--- src/hdl/bfpt_pkg.sv ---
// Shared constants, types and helpers for the binomial threshold search.
`default_nettype none

package bfpt_pkg;

    localparam int MAX_N      = 1023;
    localparam int TBL_DEPTH  = MAX_N + 1;
    localparam int TBL_AW     = $clog2(TBL_DEPTH);
    localparam int TBL_DW     = 32;
    localparam int N_W        = 10;
    localparam int CORR_W     = 10;
    localparam int CFG_W      = 32;
    localparam int CFG_IDX_W  = 2;
    localparam int K_W        = $clog2(MAX_N + 2);
    localparam int ACC_W      = 48;
    localparam int SUM_W      = ACC_W + 2;
    localparam int FRAC_BITS  = 24;
    localparam int MANT_FRAC  = 30;
    localparam int MANT_W     = MANT_FRAC + 1;
    localparam int EXP_W      = $clog2(TBL_AW);
    localparam int SHIFT_W    = $clog2(MANT_W);
    localparam int BIT_CNT_W  = $clog2(FRAC_BITS + 1);
    localparam int PROD_W     = TBL_AW + 1 + CFG_W;

    localparam logic [CFG_IDX_W-1:0] CFG_LOG_FALSE_RATE = CFG_IDX_W'(0);
    localparam logic [CFG_IDX_W-1:0] CFG_LOG_TRUE_RATE  = CFG_IDX_W'(1);
    localparam logic [CFG_IDX_W-1:0] CFG_LOG_PROB_LIMIT = CFG_IDX_W'(2);

    localparam logic signed [CFG_W-1:0] LOG_FALSE_RATE_RST = -32'sd72509891;
    localparam logic signed [CFG_W-1:0] LOG_TRUE_RATE_RST  = -32'sd1241534;
    localparam logic signed [CFG_W-1:0] LOG_PROB_LIMIT_RST = -32'sd45918669;

    typedef struct packed {
        logic signed [CFG_W-1:0] log_false_rate;
        logic signed [CFG_W-1:0] log_true_rate;
        logic signed [CFG_W-1:0] log_prob_limit;
    } rate_cfg_t;

    typedef struct packed {
        logic              en;
        logic [TBL_AW-1:0] addr;
        logic [TBL_DW-1:0] data;
    } tbl_wr_t;

    typedef struct packed {
        logic [TBL_AW-1:0] addr_a;
        logic [TBL_AW-1:0] addr_b;
    } tbl_rd_t;

    typedef enum logic [2:0] {
        FILL_ZERO,
        FILL_NORM,
        FILL_SQUARE,
        FILL_WRITE,
        FILL_DONE
    } fill_state_t;

    typedef enum logic [2:0] {
        SRCH_IDLE,
        SRCH_LOAD,
        SRCH_INIT,
        SRCH_TEST,
        SRCH_ADD,
        SRCH_DONE
    } srch_state_t;

    function automatic logic signed [ACC_W-1:0] sat_acc(input logic signed [SUM_W-1:0] v);
        logic signed [ACC_W-1:0] res;
        if ((v[SUM_W-1:ACC_W-1] == '0) || (v[SUM_W-1:ACC_W-1] == '1)) begin
            res = v[ACC_W-1:0];
        end else if (v[SUM_W-1]) begin
            res = {1'b1, {(ACC_W-1){1'b0}}};
        end else begin
            res = {1'b0, {(ACC_W-1){1'b1}}};
        end
        return res;
    endfunction

endpackage

`default_nettype wire

--- src/hdl/bfpt_log_fill.sv ---
// Sequential log2 generator that fills the log table after reset.
`default_nettype none

module bfpt_log_fill
    import bfpt_pkg::*;
(
    input  wire logic aclk,
    input  wire logic aresetn,
    output tbl_wr_t   wr,
    output logic      fill_done
);

    fill_state_t            state_reg, state_next;
    logic [TBL_AW-1:0]      idx_reg, idx_next;
    logic [MANT_W-1:0]      mant_reg, mant_next;
    logic [TBL_DW-1:0]      res_reg, res_next;
    logic [BIT_CNT_W-1:0]   cnt_reg, cnt_next;
    logic [EXP_W-1:0]       msb;
    logic [SHIFT_W-1:0]     shamt;
    logic [2*MANT_W-1:0]    square;
    logic [MANT_W:0]        sq_top;

    always_comb begin
        msb = '0;
        for (int b = 0; b < TBL_AW; b++) begin
            if (idx_reg[b]) begin
                msb = EXP_W'(b);
            end
        end
    end

    assign shamt  = SHIFT_W'(MANT_FRAC) - SHIFT_W'(msb);
    assign square = (2*MANT_W)'(mant_reg) * (2*MANT_W)'(mant_reg);
    assign sq_top = square[MANT_FRAC +: MANT_W+1];

    always_ff @(posedge aclk) begin
        if (!aresetn) begin
            state_reg <= FILL_ZERO;
            idx_reg   <= '0;
        end else begin
            state_reg <= state_next;
            idx_reg   <= idx_next;
        end
        mant_reg <= mant_next;
        res_reg  <= res_next;
        cnt_reg  <= cnt_next;
    end

    always_comb begin
        state_next = state_reg;
        case (state_reg)
            FILL_ZERO:   state_next = FILL_NORM;
            FILL_NORM:   state_next = FILL_SQUARE;
            FILL_SQUARE: begin
                if (cnt_reg == BIT_CNT_W'(1)) begin
                    state_next = FILL_WRITE;
                end
            end
            FILL_WRITE: begin
                if (int'(idx_reg) == MAX_N) begin
                    state_next = FILL_DONE;
                end else begin
                    state_next = FILL_NORM;
                end
            end
            FILL_DONE:   state_next = FILL_DONE;
            default:     state_next = FILL_ZERO;
        endcase
    end

    always_comb begin
        idx_next  = idx_reg;
        mant_next = mant_reg;
        res_next  = res_reg;
        cnt_next  = cnt_reg;
        wr.en     = 1'b0;
        wr.addr   = idx_reg;
        wr.data   = res_reg;
        fill_done = 1'b0;
        case (state_reg)
            FILL_ZERO: begin
                wr.en    = 1'b1;
                wr.data  = '0;
                idx_next = TBL_AW'(1);
            end
            FILL_NORM: begin
                mant_next = MANT_W'(idx_reg) << shamt;
                res_next  = TBL_DW'(msb) << FRAC_BITS;
                cnt_next  = BIT_CNT_W'(FRAC_BITS);
            end
            FILL_SQUARE: begin
                if (sq_top[MANT_W]) begin
                    mant_next = sq_top[MANT_W:1];
                    res_next  = res_reg | (TBL_DW'(1) << (cnt_reg - BIT_CNT_W'(1)));
                end else begin
                    mant_next = sq_top[MANT_W-1:0];
                end
                cnt_next = cnt_reg - BIT_CNT_W'(1);
            end
            FILL_WRITE: begin
                wr.en = 1'b1;
                if (int'(idx_reg) != MAX_N) begin
                    idx_next = idx_reg + TBL_AW'(1);
                end
            end
            FILL_DONE: begin
                fill_done = 1'b1;
            end
            default: begin
                fill_done = 1'b0;
            end
        endcase
    end

endmodule

`default_nettype wire

--- config.mk ---
export PLATFORM = sky130hd
export DESIGN_NAME = bfpt_log_fill
export DESIGN_NICKNAME = d
export VERILOG_FILES = /design/src/hdl/bfpt_pkg.sv /design/src/hdl/bfpt_log_fill.sv
export SDC_FILE = /design/constraint.sdc
export NUM_CORES = 2
export LEC_CHECK = 0
export ABC_AREA = 1
export BUFFER_PORTS_ARGS = -buffer_cell sky130_fd_sc_hd__buf_2
export CORE_ASPECT_RATIO = 1.25
export CORE_MARGIN = 5
export CORE_UTILIZATION = 70
export CTS_CLUSTER_DIAMETER = 200
export DETAILED_ROUTE_END_ITERATION = 7
export PLACE_DENSITY = 0.95
export SYNTH_ARGS = -nofsm -noshare
export SYNTH_HDL_FRONTEND = slang
export SYNTH_SLANG_ARGS = --single-unit
--- constraint.sdc ---
create_clock -name aclk -period 28 [get_ports aclk]
set_input_delay 1.4 -clock aclk [delete_from_list [all_inputs] [get_ports aclk]]
set_output_delay 1.4 -clock aclk [all_outputs]
set_load 0.01 [all_outputs]
==> flow_metrics.tcl <==
set metrics [dict create \
    wire_per_inst_um 19.3 \
    synth_area_um2 33600 \
    rsz0062_at_grt "no" \
    nets 5303 \
    cp_max_fo 32 \
    seq_area_frac_synth 0.0685 \
    tns_ns 0 \
    insertion_delay_ns 0.37 \
    cts_tree "built" \
    grt_max_degree 43 \
    drive_gt1_frac 0.0310 \
    synthToLayoutAreaGrowth_pct 3.43 \
    cts_root_buf "clkbuf_16" \
    outcome "finished clean" \
    ys_top_cells_by_area "fa_1 (44%), inv_1 (15%), nand2_1 (12%), ha_1 (10%), edfxtp_1 (6.1%)" \
    drtPass1Iterations 6 \
    crit_arrival_ns 8.41 \
    ctsResizeCount 0 \
    cts_setup_buffers 0 \
    setup_viol 0 \
    syn_nets 5329 \
    core-area_um2 47400 \
    critPathKind "reg -> reg" \
    fill_cells 3419 \
    max_slew_margin 0.341 \
    max_clock_freq_mhz 119 \
    drc 0 \
    cp.required_ns 28.00 \
    largest_reg_flops 32 \
    synth_cell_types 44 \
    synth_edf_count 68 \
    maxCapViolCount 0 \
    ys.warnings.count 0 \
    worst_slew_pin_slew_ns 0.985 \
    synth_top_area_cell "fa_1" \
    finalWeightedCongestion 1.05 \
    die_area_um2 52500 \
    start_util 0.709 \
    grt_usage 0.378 \
    avgViaCountPerCell 5.63 \
    die_y_um 255 \
    place_hpwl_um 77200 \
    synthesis.instances 4306 \
    synth_top_area_frac 0.445 \
    die_x_um 206 \
    grt_pass1_wl_um 154000 \
    cts_hold_buffers 0 \
    worst_setup_path_start_kind "flip-flop" \
    layout_min_cycle_time_ns 8.41 \
    hold_ws_ns 0.497 \
    port_buffers 45 \
    fin_crit_sh 0.300 \
    numCtsBuffers 9 \
    htreeDepth 3 \
    n_antenna_cell 0 \
    grt_pass1_vias 31500 \
    clock_skew_ns 0.0304 \
    post-route-util 0.733 \
    io_pins 46 \
    min-delay-path-class "reg -> reg" \
    ys_ff_latch 81 \
    cts_num_sinks 81 \
    ys.flop_type "edfxtp_1" \
    synthArstFlopShare 0 \
    core.rowCount 89 \
    ant_nets 0 \
    routed_wirelength_um 94800 \
    clockBufferDepth 2 \
    hold_viol_final 0 \
    drtIter0Drc 2038 \
    worstSetupEndpointType "flip-flop" \
    vias 27700 \
    syn_area_per_cell_um2 7.81 \
    path_clk_slew_ns 0.09 \
    finalMaxSlewViolations 0 \
    antenna_found_initial 0 \
    overflow 0 \
]
[logic make-up after synthesis]
kind of cell,count (synthesis),share of synthesized area
buf+inv,1507,0.169
xor+xnor,38,0.0101
simple gates,1487,0.177
flops,81,0.0685
compound gates,172,0.0281
fa+ha+maj,1021,0.547
[metrics by stage]
step	instance area, um^2	cells	worst slack (ns)
finish	34800	4922	19.59
CTS	34800	4922	19.70
floorplan	33600	4306	18.67
global route	34800	4922	19.35
global placement	34400	4906	19.88
detailed placement	34400	4906	19.75
[path summary, 6_finish.rpt]
| path | startpoint | slack (ns) | cells after the start | to |
|---|---|---|---|---|
| min reg2reg | idx_reg[1] | 0.50 | 2 | idx_reg[1] |
| max reg2reg | mant_reg[20] | 19.59 | 25 | res_reg[13] |
| max | mant_reg[20] | 19.59 | 25 | res_reg[13] |
| min | idx_reg[1] | 0.50 | 2 | idx_reg[1] |
[cells in the final DEF (no fill, tap or decap), drive strengths merged, types with 2 or more instances in the layout]
cell type,n
a21o,2
a21oi,102
a31o,2
and2,5
buf,81
bufinv,2
clkbuf,9
clkinv,4
dfxtp,13
edfxtp,68
fa,747
ha,274
inv,1390
nand2,1089
nand3,130
nand3b,3
nand4,18
nor2,206
nor3,27
nor3b,3
o21ai,43
o21bai,16
o22ai,3
or2,4
xnor2,11
xor2,27
[critical path, stage by stage (launching register included)]
cell	delay (ns)
edfxtp_1	0.93
buf_4	0.44
nand2_1	0.13
fa_1	0.57
inv_1	0.08
fa_1	0.47
fa_1	0.50
inv_1	0.06
fa_1	0.51
inv_1	0.07
fa_1	0.56
fa_1	0.43
fa_1	0.52
inv_1	0.06
fa_1	0.49
inv_1	0.05
ha_1	0.40
nand2_1	0.12
nor2_1	0.23
nand2_2	0.13
nor3_2	0.19
nand2_1	0.11
nand3_1	0.13
nand2_4	0.22
o21ai_2	0.19
buf_4	0.39
[per-layer routing]
layer	routed length, um	GRT usage
met4	8710	0.273
met2	48000	0.665
met1	30300	0.417
met3	7790	0.0568
met5	0	0
[cell type report]
class / count / area [um^2] / area share
Multi-Input combinational cell: 2718 / 25600 / 0.737
Clock buffer: 9 / 225 / 0.00648
Sequential cell: 81 / 2300 / 0.0662
Inverter: 1389 / 5210 / 0.150
Clock inverter: 7 / 101 / 0.00291
Timing Repair Buffer: 81 / 495 / 0.0142
Tap cell: 637 / 797 / 0.0229
[synthesized netlist by cell type, drive strengths merged, types with 2 or more instances]
master	n
inv	1388
a21o	2
o21ai	43
nor3	27
o21bai	16
fa	747
or2	4
and2	5
clkbuf	99
nor3b	3
a31o	2
nand3b	3
xor2	27
edfxtp	68
xnor2	11
o22ai	3
nand3	130
nand2	1089
ha	274
nand4	18
buf	19
nor2	206
a21oi	102
dfxtp	13
Power is not shown: default switching activity piles up to over one toggle a cycle in this logic, so the estimate is an artifact.
