[src/hdl/bfpt_pkg.sv]
// Shared constants, types and helpers for the binomial threshold search.
`default_nettype none

package bfpt_pkg;

    localparam int MAX_N      = 1023;
    localparam int TBL_DEPTH  = MAX_N + 1;
    localparam int TBL_AW     = $clog2(TBL_DEPTH);
    localparam int TBL_DW     = 32;
    localparam int N_W        = 10;
    localparam int CORR_W     = 10;
    localparam int CFG_W      = 32;
    localparam int CFG_IDX_W  = 2;
    localparam int K_W        = $clog2(MAX_N + 2);
    localparam int ACC_W      = 48;
    localparam int SUM_W      = ACC_W + 2;
    localparam int FRAC_BITS  = 24;
    localparam int MANT_FRAC  = 30;
    localparam int MANT_W     = MANT_FRAC + 1;
    localparam int EXP_W      = $clog2(TBL_AW);
    localparam int SHIFT_W    = $clog2(MANT_W);
    localparam int BIT_CNT_W  = $clog2(FRAC_BITS + 1);
    localparam int PROD_W     = TBL_AW + 1 + CFG_W;

    localparam logic [CFG_IDX_W-1:0] CFG_LOG_FALSE_RATE = CFG_IDX_W'(0);
    localparam logic [CFG_IDX_W-1:0] CFG_LOG_TRUE_RATE  = CFG_IDX_W'(1);
    localparam logic [CFG_IDX_W-1:0] CFG_LOG_PROB_LIMIT = CFG_IDX_W'(2);

    localparam logic signed [CFG_W-1:0] LOG_FALSE_RATE_RST = -32'sd72509891;
    localparam logic signed [CFG_W-1:0] LOG_TRUE_RATE_RST  = -32'sd1241534;
    localparam logic signed [CFG_W-1:0] LOG_PROB_LIMIT_RST = -32'sd45918669;

    typedef struct packed {
        logic signed [CFG_W-1:0] log_false_rate;
        logic signed [CFG_W-1:0] log_true_rate;
        logic signed [CFG_W-1:0] log_prob_limit;
    } rate_cfg_t;

    typedef struct packed {
        logic              en;
        logic [TBL_AW-1:0] addr;
        logic [TBL_DW-1:0] data;
    } tbl_wr_t;

    typedef struct packed {
        logic [TBL_AW-1:0] addr_a;
        logic [TBL_AW-1:0] addr_b;
    } tbl_rd_t;

    typedef enum logic [2:0] {
        FILL_ZERO,
        FILL_NORM,
        FILL_SQUARE,
        FILL_WRITE,
        FILL_DONE
    } fill_state_t;

    typedef enum logic [2:0] {
        SRCH_IDLE,
        SRCH_LOAD,
        SRCH_INIT,
        SRCH_TEST,
        SRCH_ADD,
        SRCH_DONE
    } srch_state_t;

    function automatic logic signed [ACC_W-1:0] sat_acc(input logic signed [SUM_W-1:0] v);
        logic signed [ACC_W-1:0] res;
        if ((v[SUM_W-1:ACC_W-1] == '0) || (v[SUM_W-1:ACC_W-1] == '1)) begin
            res = v[ACC_W-1:0];
        end else if (v[SUM_W-1]) begin
            res = {1'b1, {(ACC_W-1){1'b0}}};
        end else begin
            res = {1'b0, {(ACC_W-1){1'b1}}};
        end
        return res;
    endfunction

endpackage

`default_nettype wire

[src/hdl/bfpt_search.sv]
// Trial-count search sequencer with log-probability accumulator and output register.
`default_nettype none

module bfpt_search
    import bfpt_pkg::*;
(
    input  wire logic              aclk,
    input  wire logic              aresetn,
    input  wire rate_cfg_t         cfg,
    input  wire logic              fill_done,
    input  wire logic              s_valid,
    output logic                   s_ready,
    input  wire logic [N_W-1:0]    s_minimizer_count,
    output tbl_rd_t                rd_req,
    input  wire logic [TBL_DW-1:0] rdata_a,
    input  wire logic [TBL_DW-1:0] rdata_b,
    output logic                   m_valid,
    input  wire logic              m_ready,
    output logic [CORR_W-1:0]      m_correction,
    output logic                   m_saturated
);

    srch_state_t              state_reg, state_next;
    logic [TBL_AW-1:0]        n_reg, n_next;
    logic [K_W-1:0]           k_reg, k_next;
    logic signed [ACC_W-1:0]  acc_reg, acc_next;
    logic signed [PROD_W-1:0] prod_reg, prod_next;
    logic signed [CFG_W:0]    delta_reg, delta_next;
    logic [CORR_W-1:0]        res_corr_reg, res_corr_next;
    logic                     res_sat_reg, res_sat_next;
    logic                     m_valid_reg, m_valid_next;
    logic [CORR_W-1:0]        m_corr_reg, m_corr_next;
    logic                     m_sat_reg, m_sat_next;

    logic [TBL_AW-1:0]        n_in;
    logic [TBL_AW-1:0]        n_less1;
    logic [K_W-1:0]           n_wide;
    logic [K_W-1:0]           k_plus1;
    logic                     accept;
    logic                     below;
    logic                     more;
    logic                     out_free;
    logic signed [SUM_W-1:0]  sum_load;
    logic signed [SUM_W-1:0]  sum_prod;
    logic signed [SUM_W-1:0]  sum_tbl;
    logic signed [SUM_W-1:0]  sum_delta;

    always_comb begin
        if (int'(s_minimizer_count) > MAX_N) begin
            n_in = TBL_AW'(MAX_N);
        end else begin
            n_in = TBL_AW'(s_minimizer_count);
        end
    end

    assign s_ready  = (state_reg == SRCH_IDLE) && fill_done;
    assign accept   = s_valid && s_ready;
    assign n_less1  = n_reg - TBL_AW'(1);
    assign n_wide   = K_W'(n_reg);
    assign k_plus1  = k_reg + K_W'(1);
    assign below    = acc_reg < ACC_W'(cfg.log_prob_limit);
    assign more     = k_reg < n_wide;
    assign out_free = !m_valid_reg || m_ready;

    assign sum_load  = $signed(SUM_W'(rdata_a)) + SUM_W'(cfg.log_false_rate);
    assign sum_prod  = SUM_W'(acc_reg) + SUM_W'(prod_reg);
    assign sum_tbl   = SUM_W'(acc_reg) + $signed(SUM_W'(rdata_a)) - $signed(SUM_W'(rdata_b));
    assign sum_delta = SUM_W'(acc_reg) + SUM_W'(delta_reg);

    always_ff @(posedge aclk) begin
        if (!aresetn) begin
            state_reg   <= SRCH_IDLE;
            m_valid_reg <= 1'b0;
            k_reg       <= '0;
            acc_reg     <= '0;
        end else begin
            state_reg   <= state_next;
            m_valid_reg <= m_valid_next;
            k_reg       <= k_next;
            acc_reg     <= acc_next;
        end
        n_reg        <= n_next;
        prod_reg     <= prod_next;
        delta_reg    <= delta_next;
        res_corr_reg <= res_corr_next;
        res_sat_reg  <= res_sat_next;
        m_corr_reg   <= m_corr_next;
        m_sat_reg    <= m_sat_next;
    end

    always_comb begin
        state_next = state_reg;
        case (state_reg)
            SRCH_IDLE: begin
                if (accept) begin
                    if (n_in == '0) begin
                        state_next = SRCH_DONE;
                    end else begin
                        state_next = SRCH_LOAD;
                    end
                end
            end
            SRCH_LOAD: state_next = SRCH_INIT;
            SRCH_INIT: state_next = SRCH_TEST;
            SRCH_TEST: begin
                if (below || !more) begin
                    state_next = SRCH_DONE;
                end else begin
                    state_next = SRCH_ADD;
                end
            end
            SRCH_ADD:  state_next = SRCH_TEST;
            SRCH_DONE: begin
                if (out_free) begin
                    state_next = SRCH_IDLE;
                end
            end
            default:   state_next = SRCH_IDLE;
        endcase
    end

    always_comb begin
        n_next        = n_reg;
        k_next        = k_reg;
        acc_next      = acc_reg;
        prod_next     = prod_reg;
        delta_next    = delta_reg;
        res_corr_next = res_corr_reg;
        res_sat_next  = res_sat_reg;
        m_valid_next  = m_valid_reg && !m_ready;
        m_corr_next   = m_corr_reg;
        m_sat_next    = m_sat_reg;
        rd_req.addr_a = TBL_AW'(n_wide - k_reg);
        rd_req.addr_b = TBL_AW'(k_plus1);
        case (state_reg)
            SRCH_IDLE: begin
                rd_req.addr_a = n_in;
                if (accept) begin
                    n_next        = n_in;
                    k_next        = K_W'(1);
                    res_corr_next = '0;
                    res_sat_next  = 1'b1;
                end
            end
            SRCH_LOAD: begin
                acc_next   = sat_acc(sum_load);
                prod_next  = PROD_W'($signed({1'b0, n_less1})) * PROD_W'(cfg.log_true_rate);
                delta_next = (CFG_W+1)'(cfg.log_false_rate) - (CFG_W+1)'(cfg.log_true_rate);
            end
            SRCH_INIT: begin
                acc_next = sat_acc(sum_prod);
            end
            SRCH_TEST: begin
                if (below) begin
                    res_corr_next = CORR_W'(k_reg - K_W'(1));
                    res_sat_next  = 1'b0;
                end else if (more) begin
                    acc_next = sat_acc(sum_tbl);
                end else begin
                    k_next        = k_plus1;
                    res_corr_next = CORR_W'(k_reg);
                    res_sat_next  = 1'b1;
                end
            end
            SRCH_ADD: begin
                acc_next      = sat_acc(sum_delta);
                k_next        = k_plus1;
                rd_req.addr_a = TBL_AW'(n_wide - k_plus1);
                rd_req.addr_b = TBL_AW'(k_plus1 + K_W'(1));
            end
            SRCH_DONE: begin
                if (out_free) begin
                    m_valid_next = 1'b1;
                    m_corr_next  = res_corr_reg;
                    m_sat_next   = res_sat_reg;
                end
            end
            default: begin
                m_valid_next = 1'b0;
            end
        endcase
    end

    assign m_valid      = m_valid_reg;
    assign m_correction = m_corr_reg;
    assign m_saturated  = m_sat_reg;

endmodule

`default_nettype wire

[config.mk]
export PLATFORM = sky130hd
export DESIGN_NAME = bfpt_search
export DESIGN_NICKNAME = d
export VERILOG_FILES = /design/src/hdl/bfpt_pkg.sv /design/src/hdl/bfpt_search.sv
export SDC_FILE = /design/constraint.sdc
export NUM_CORES = 2
export LEC_CHECK = 0
export ABC_CLOCK_PERIOD_IN_PS = 8900
export BUFFER_PORTS_ARGS = -buffer_cell sky130_fd_sc_hd__buf_2
export CORE_UTILIZATION = 64
export CTS_BUF_LIST = sky130_fd_sc_hd__clkbuf_8 sky130_fd_sc_hd__clkbuf_16
export DETAILED_ROUTE_END_ITERATION = 8
export HOLD_SLACK_MARGIN = 0.1
export PLACE_DENSITY = 0.88
export SYNTH_ARGS = -nofsm -noshare
export SYNTH_HDL_FRONTEND = slang
export SYNTH_SLANG_ARGS = --single-unit
[constraint.sdc]
create_clock -name aclk -period 8.9 [get_ports aclk]
set_input_delay 1.78 -clock aclk [delete_from_list [all_inputs] [get_ports aclk]]
set_output_delay 1.78 -clock aclk [all_outputs]
set_load 0.05 [all_outputs]
==> out/qor.yml <==
status: "finished, final reports clean"
grt_use_total_pct: 35.7
regArea_um2: 4500
finalHoldViolCount: 0
yosys_warnings: 0
routedWlPerCell_um: 19.2
syn_to_final_growth_pct: 6.39
synthFlopType: "edfxtp_1"
critPathCapture: "prod_reg[42]"
cts_buffer_depth: 2
worst_slew_pin_slew_ns: 1.26
worstRegToRegCells: 27
cp.arrival_ns: 8.22
hpwl_mm: 78.2
setup_violations: 0
largest_register_ffs: 48
critical_path.slowest_cell: "xnor2_2"
reg2reg_from: "n_reg[2]"
async_reset_ff_share_pct: 0
synth_seq_cells: 171
clk_latency_ns: 0.48
r2r_slack_ns: 0.89
num_antenna_cells: 0
crit_fanout: 13
synth_area_um2: 32900
h-tree-depth: 4
crit_path_start: "n_reg[2]"
first_pass_iters: 5
die_y_um: 229
yosys-top-cells-area: "fa_1 (19%), ha_1 (14%), edfxtp_1 (9.9%), inv_1 (6.8%), o21ai_0 (5.0%)"
numCtsBuffers: 17
rsz0062_at_grt: "no"
max-cap-violations: 0
rows: 82
die_w_um: 229
via_count: 30027
synth-edff-count: 108
cts-resized-gates: 0
period_minus_slack_ns: 8.01
ant_nets: 0
path_class: "reg -> reg"
syn-num-nets: 4914
place_area_um2: 34400
root_buffer: "clkbuf_16"
critPathRequiredTime_ns: 9.11
start_util_pct: 65.2
fp.coreArea_um2: 50500
finClkSkew_ns: 0.0167
cts_tree: "built"
synth.largest_area_cell: "fa_1"
grt_pass1_wl_mm: 150
fill_cells: 3997
numPortBuffers: 207
critPathMaxStageDelay_ns: 0.67
routed_wl_mm: 93.0
grt_pass1_vias: 29121
drc: 0
antenna_found_initial: 0
synth_cells: 4057
min_path_type: "reg -> reg"
cp-start-kind: "flop"
clkTransAtPathRegs_ns: 0.07
finalSetupTns_ns: 0
worstSetupEndpointType: "flop"
drt_first_iter_violations: 3211
period_share_pct: 90.0
drive_gt1_share_pct: 8.56
multi_input_area_um2: 25600
gp_congestion: 0.969
fin_util_pct: 69.4
rr_endpoint: "prod_reg[42]"
yosysTopAreaCellShare_pct: 18.9
cts_hold_buf: 0
max_freq_mhz: 125
layout.nets: 5015
relSlewSlack_pct: 15.7
final_cell_area_um2: 35000
grt_max_degree: 77
viasPerCell: 6.20
synth.distinct_cells: 99
dieArea_um2: 52300
ys_seq_area_share_pct: 13.7
maxSlewViolCount: 0
post-cts-setup-buffers: 0
overflow: 0
num_io_pins: 208
hp-start: "res_corr_reg[0]"
avgSynthCellArea_um2: 8.11
clkSinkCount: 171
path_common_cell: "fa_1"
routing by layer:
metal	share of wire, %	global-route usage (%)	wire, um	vias up
li1	-	-	-	14124
met3	9.9	5.39	9190	154
met2	44	55.6	40900	1466
met1	44	51.3	40700	14283
met5	0	0	0	-
met4	2.3	10.3	2180	0
cells in the final DEF, fill, tap and decap left out, types with 11 or more instances in the layout:
cell | netlist | final
a41oi_1 | 13 | 13
o21ai_1 | 20 | 20
o21a_1 | 39 | 39
nand2_1 | 341 | 341
edfxtp_1 | 108 | 108
a21o_1 | 126 | 126
and2_1 | 47 | 47
xor2_1 | 90 | 89
nor2_1 | 291 | 290
nand2b_1 | 42 | 42
or3_1 | 13 | 13
dfxtp_1 | 63 | 63
a211oi_1 | 28 | 28
fa_1 | 310 | 310
o211ai_1 | 38 | 38
nor3_1 | 60 | 59
o21ai_2 | 11 | 11
clkbuf_16 | 0 | 17
buf_2 | 10 | 207
nand3_1 | 70 | 70
and3_1 | 47 | 47
buf_4 | 2 | 26
xnor2_1 | 177 | 169
o21bai_1 | 36 | 36
inv_1 | 595 | 595
o21ai_0 | 327 | 327
o31ai_1 | 11 | 11
a41oi_2 | 15 | 15
ha_1 | 372 | 372
nor2b_1 | 31 | 31
nand4_1 | 58 | 58
a31oi_1 | 34 | 34
a21oi_1 | 302 | 301
cell families after synthesis:
kind of cell	count (synthesis)	share of synthesized area [%]
compound gates	1127	22.1
simple gates	1058	15.1
buf+inv	747	8.78
xor+xnor	268	7.16
mux	4	0.122
flops	171	13.7
fa+ha+maj	682	33.0
metrics by stage:
step / worst slack, ns / hold WS, ns / instances
3_5_place_dp: 0.965 / 0.405 / 4811
2_1_floorplan: 1.43 / 0.400 / 4057
5_1_grt: 0.503 / 0.434 / 4843
4_1_cts: 0.941 / 0.421 / 4843
6_report: 0.893 / 0.423 / 4843
3_3_place_gp: 1.04 / 0.403 / 4811
area by class of cell:
class	count	share of cell area [%]
Sequential cell	171	12.9
Multi-Input combinational cell	3139	73.1
Inverter	595	6.38
Clock inverter	14	0.375
Clock buffer	18	1.25
Timing Repair Buffer	234	3.57
Tap cell	672	2.40
Yosys cell counts, drive strengths merged, types with 11 or more instances:
master	n
nand2	341
edfxtp	108
nand3	70
inv	595
a21oi	305
and3	47
clkbuf	131
dfxtp	63
a41oi	28
a31oi	38
fa	310
nor2b	31
or3	13
o211ai	40
nor3	61
ha	372
xor2	90
nand4	58
o21bai	36
buf	21
xnor2	178
a21o	127
o21ai	358
and2	48
a211oi	32
nor2	291
o21a	39
o31ai	15
nand2b	42
a21boi	11
worst max-delay path: cells and delay by family (launching register included):
family / cells / cell delay [ns]
fa+ha+maj: 6 / 2.73
compound gates: 6 / 1.76
simple gates: 9 / 1.50
xor+xnor: 2 / 0.75
buf+inv: 4 / 0.50
flops: 1 / 0.48
worst min-delay path by stage:
stage | slack [ns] | end | cells past startpoint
finish | 0.42 | m_correction[0] | 0
global route | 0.43 | m_correction[4] | 0
CTS | 0.42 | m_correction[0] | 0
detailed placement | 0.40 | m_correction[0] | 0
global placement | 0.40 | m_correction[4] | 0
floorplan | 0.40 | m_correction[0] | 0
Power is not shown: default switching activity piles up to over one toggle a cycle in this logic, so the estimate is an artifact.
